[config.mk]
export PLATFORM = sky130hd
export DESIGN_NAME = stm_ram
export DESIGN_NICKNAME = d
export VERILOG_FILES = /design/src/rtl/core/stm_ram.sv
export SDC_FILE = /design/constraint.sdc
export NUM_CORES = 2
export LEC_CHECK = 0
export CAP_MARGIN = 20
export CELL_PAD_IN_SITES_DETAIL_PLACEMENT = 1
export CELL_PAD_IN_SITES_GLOBAL_PLACEMENT = 1
export CORE_AREA = 5 5 462 646
export DETAILED_ROUTE_END_ITERATION = 10
export DIE_AREA = 0 0 467 651
export DONT_BUFFER_PORTS = 1
export GPL_TIMING_DRIVEN = 0
export PLACE_DENSITY = 0.71
export SETUP_SLACK_MARGIN = 0.02
export SLEW_MARGIN = 0
export SYNTH_ARGS = -nofsm -noshare
export SYNTH_HDL_FRONTEND = slang
export SYNTH_SLANG_ARGS = --single-unit
[constraint.sdc]
create_clock -name clk -period 12.5 [get_ports clk]
set_input_delay 3.125 -clock clk [delete_from_list [all_inputs] [get_ports clk]]
set_output_delay 3.125 -clock clk [all_outputs]
set_load 0.1 [all_outputs]
[src/rtl/core/stm_ram.sv]
// Generic single-clock RAM: one write port, one read port, registered read.
// Read during a write to the same address returns the old contents.
`default_nettype none

module stm_ram #(
  parameter int WIDTH = 32,
  parameter int DEPTH = 128
) (
  input  wire logic                     clk,
  input  wire logic                     wr_en,
  input  wire logic [$clog2(DEPTH)-1:0] wr_addr,
  input  wire logic [WIDTH-1:0]         wr_data,
  input  wire logic                     rd_en,
  input  wire logic [$clog2(DEPTH)-1:0] rd_addr,
  output logic      [WIDTH-1:0]         rd_data
);

  logic [WIDTH-1:0] mem [DEPTH];

  // Write port.
  always_ff @(posedge clk) begin
    if (wr_en) begin
      mem[wr_addr] <= wr_data;
    end
  end

  // Registered read port; data holds while no read is issued.
  always_ff @(posedge clk) begin
    if (rd_en) begin
      rd_data <= mem[rd_addr];
    end
  end

endmodule

`default_nettype wire

# Yosys cells after proc, flatten, opt, wreduce, memory -nomap -nowiden

Memories as Yosys holds them, arrays and structs flattened. A register that Yosys moved wholly into a read port is not among the register bits.
Cells that the tools add are included.

Muxes and demuxes: 2

Operators by type and width:

| operator          | count |
|---|---|
| two-way mux 1 bit | 2 |

Bits in writable memories: 4,096
Output and inout port bits: 32
Register bits after elaboration: 0
Word-level logic and storage cells: 3
Memories kept: 1

Memory list:

| name | words | bits a word | read ports | clocked after Yosys merged registers in | wr ports | RTL line | text |
|---|---|---|---|---|---|---|---|
| mem  | 128   | 32          | 1          | 1                                       | 1        | 18       | `logic [WIDTH-1:0] mem [DEPTH];` |

# Longest topological paths before layout

Depth after elaboration: 2
Depth in mapped cells: 8
Depth with buffers taken out: 4

# Least setup slack after synthesis

OpenSTA, ideal clock, no wires.

Path type: input port to flip-flop
Start point: input port wr_en
End point: memory mem[98][0] (enable)
Setup slack: 6.136 ns
Arrival time: 5.903 ns
Library setup time: 0.461 ns
Stages: 3
Required time: 12.039 ns
Cells stage by stage: clkbuf_1 nand4_1 nor3_1

Cells in the longest elaborated chain, start to end: 2

RTL lines:

| item                                    | RTL line | text |
|---|---|---|
| start, declared                         | 10       | `input wire logic wr_en,` |
| two-way mux 1 bit                       | 22       | `if (wr_en) begin` |
| two-way mux 1 bit (implied by the code) | 23       | `mem[wr_addr] <= wr_data;` |
| end, declared                           | 18       |  |

Every way passes these cells.

==> impl_metrics.py <==
metrics = {
    "run_status": {
        "outcome": "complete, no violations",
    },
    "finish": {
        "fillerInstances": 22600,
        "multi_input_area_um2": 32300,
        "drive_gt1_share_pct": 34.0,
        "areaGrowthSynthToFinish_pct": 13.8,
        "final_cell_mix": "edfxtp_1 (4128), mux4_2 (1344), clkbuf_16 (387)",
        "seqCellArea_um2": 124000,
        "final_common_cell": "edfxtp_1",
        "fin_area_um2": 178000,
        "fin_nets": 6608,
    },
    "clocking": {
        "hold_buffers": 0,
        "htreeDepth": 5,
        "cts.path.max_buffers": 4,
        "postCtsSetupBuffers": 0,
        "cts_tree": "yes",
        "clkLatencyLatePin_ns": 0.93,
        "clockRootBuffer": "clkbuf_16",
        "cts_num_sinks": 4128,
        "clk_pin_slew_ns": 0.06,
        "cts_made_buffers": 380,
        "cts_resized": 0,
    },
    "timing": {
        "setup_viol": 0,
        "slew_headroom_pct": 19.7,
        "min_period_over_period_pct": 57.4,
        "fmax_mhz": 139,
        "layout_setup_ws_ns": 5.32,
        "skew_ns": 0.0313,
        "rsz0062_at_grt": "false",
        "drv_slew": 0,
        "tns_ns": 0,
        "hold_ws_ns": 1.25,
        "min_period_ns": 7.18,
        "hold_viol_final": 0,
        "worst-slew-pin-transition_ns": 1.21,
    },
    "global_routing": {
        "grt_pass1_wl_mm": 622,
        "grt_overflow": 0,
        "grt_pass1_vias": 75300,
        "grt.total_usage_pct": 29.8,
        "grt_max_degree": 129,
        "antenna_found_initial": 75,
    },
    "synthesis": {
        "synth_top_area_share_pct": 79.2,
        "ys_warn_count": 0,
        "synth_cell_types": 16,
        "syn_inst": 5990,
        "synth-seq-area-share_pct": 79.2,
        "syn_area_um2": 157000,
        "synth_area_leader_cell": "edfxtp_1",
        "syn_area_per_cell_um2": 26.1,
        "syn_nets": 6039,
        "netlist_top_cells_area": "edfxtp_1 (79%), mux4_2 (19%), clkbuf_1 (0.44%), nor2_1 (0.29%), buf_2 (0.25%)",
        "synth-seq-cells": 4128,
    },
    "placed_design": {
        "io_buffers": 0,
        "place_area_um2": 166000,
        "hpwl_mm": 290,
        "finalWeightedCongestion": 0.920,
        "post-place-ws_ns": 4.47,
    },
    "critical_path": {
        "max_stage_delay_ns": 0.87,
        "r2r_cells": 4,
        "slowest_stage": "clkbuf_1",
        "r2r_slack_ns": 9.61,
        "critPathKind": "input pin to register",
        "crit_path_start_kind": "input pin",
        "cpMostUsedCell": "mux4_2",
        "crit_chain": "clkbuf_1, buf_2, clkbuf_2, clkbuf_1, mux4_2, mux4_2, mux4_2, mux2_2",
        "r2r-start": "mem[83][22]$_DFFE_PP_",
        "cp_max_fo": 10,
        "r2r-end": "rd_data[22]$_DFFE_PP_",
        "crit_arrival_ns": 7.80,
        "crit_path_end_kind": "register",
        "required_ns": 13.12,
    },
    "floorplanning": {
        "core_area_um2": 292000,
        "die_h_um": 651,
        "num_rows": 235,
        "dieArea_um2": 304000,
        "ios": 81,
        "initial_utilization_pct": 53.6,
        "die_x_um": 467,
    },
    "detailed_routing": {
        "wirelength_mm": 449,
        "ant_nets": 0,
        "dr_total_vias": 72400,
        "vias_per_cell": 6.68,
        "drtIter0Drc": 11000,
        "drtPass1Iterations": 7,
        "drc": 0,
        "wl_per_cell_um": 41.5,
    },
    "flow_run": {
        "cap_violations": 0,
    },
    "power_and_ir_drop": {
        "ir_drop_mv": 0.111,
        "fin_total_pwr_w": 0.0282,
        "power_leakage_nw": 54.1,
        "power.density_nw_per_um2": 158,
    },
    "min_path": {
        "hold_depth": 4,
        "min_to": "rd_data[17]$_DFFE_PP_",
        "hp-start": "mem[35][17]$_DFFE_PP_",
        "hp-class": "register to register",
    },
}
==> synth_stat cells, drive strengths merged <==
cell type / count
nand4: 3
clkbuf: 182
nand2b: 2
buf: 134
nor2b: 7
nand2: 14
or3: 1
nor2: 122
mux2: 32
nand3: 12
nor3: 9
mux4: 1344
edfxtp: 4128
==> through the flow <==
| stage | util, % | cells |
|---|---|---|
| floorplan | - | 5990 |
| global placement | 55.3 | 9900 |
| detailed placement | 56.9 | 10100 |
| CTS | 60.9 | 10800 |
| global route | 61.0 | 10800 |
| finish | 61.0 | 10800 |
==> cell type report <==
cell class              instances  area share (%)
repair buffers                187            2.04
clock buffers                 454            5.58
well taps                    3910            2.75
flip-flops and latches       4128            69.6
diodes                         71          0.0997
multi-input cells            1546            18.1
clock inverters               220            1.11
plain buffers                 316           0.755
==> worst max-delay path by stage <==
stage,to,cells past startpoint,slack [ns],from
after global placement,mem[102][14]$_DFFE_PP_,3,2.52,wr_addr[3]
after floorplan,mem[98][0]$_DFFE_PP_,3,6.14,wr_en
after global routing,rd_data[31]$_DFFE_PP_,8,5.38,rd_addr[2]
after CTS,rd_data[31]$_DFFE_PP_,8,5.44,rd_addr[2]
after detailed placement,rd_data[31]$_DFFE_PP_,8,4.47,rd_addr[2]
final,rd_data[0]$_DFFE_PP_,8,5.32,rd_addr[2]
==> per-layer routing <==
metal | track usage, % | vias to the layer above | part of all wire [%]
li1 | - | 27600 | -
met1 | 36.2 | 39300 | 32
met2 | 49.2 | 4492 | 51
met3 | 6.16 | 947 | 9.2
met4 | 18.5 | 16 | 7.6
met5 | 0.0159 | - | 0.058
==> state kept, by name, summed over array words and instances, names as in the netlist <==
signal	cells
mem	4096
rd_data	32
==> power breakdown <==
group          switching (W)  leakage [nW]  total [W]  internal [W]
Combinational       0.000811          11.1    0.00136      0.000552
Clock                0.00505          5.82     0.0114       0.00637
Sequential          0.000107          37.1     0.0154        0.0153
==> critical path, delay by kind of cell <==
kind                   cells  cell delay, ns
muxes                      4            1.98
buffers and inverters      4            2.62
==> cell families after synthesis <==
group	count (synthesis)	share of synthesized area, %
buffers and inverters	316	0.837
DFF	4128	79.2
and+or+nand+nor	170	0.445
muxes	1376	19.6
(Power assumes the default switching activity.)
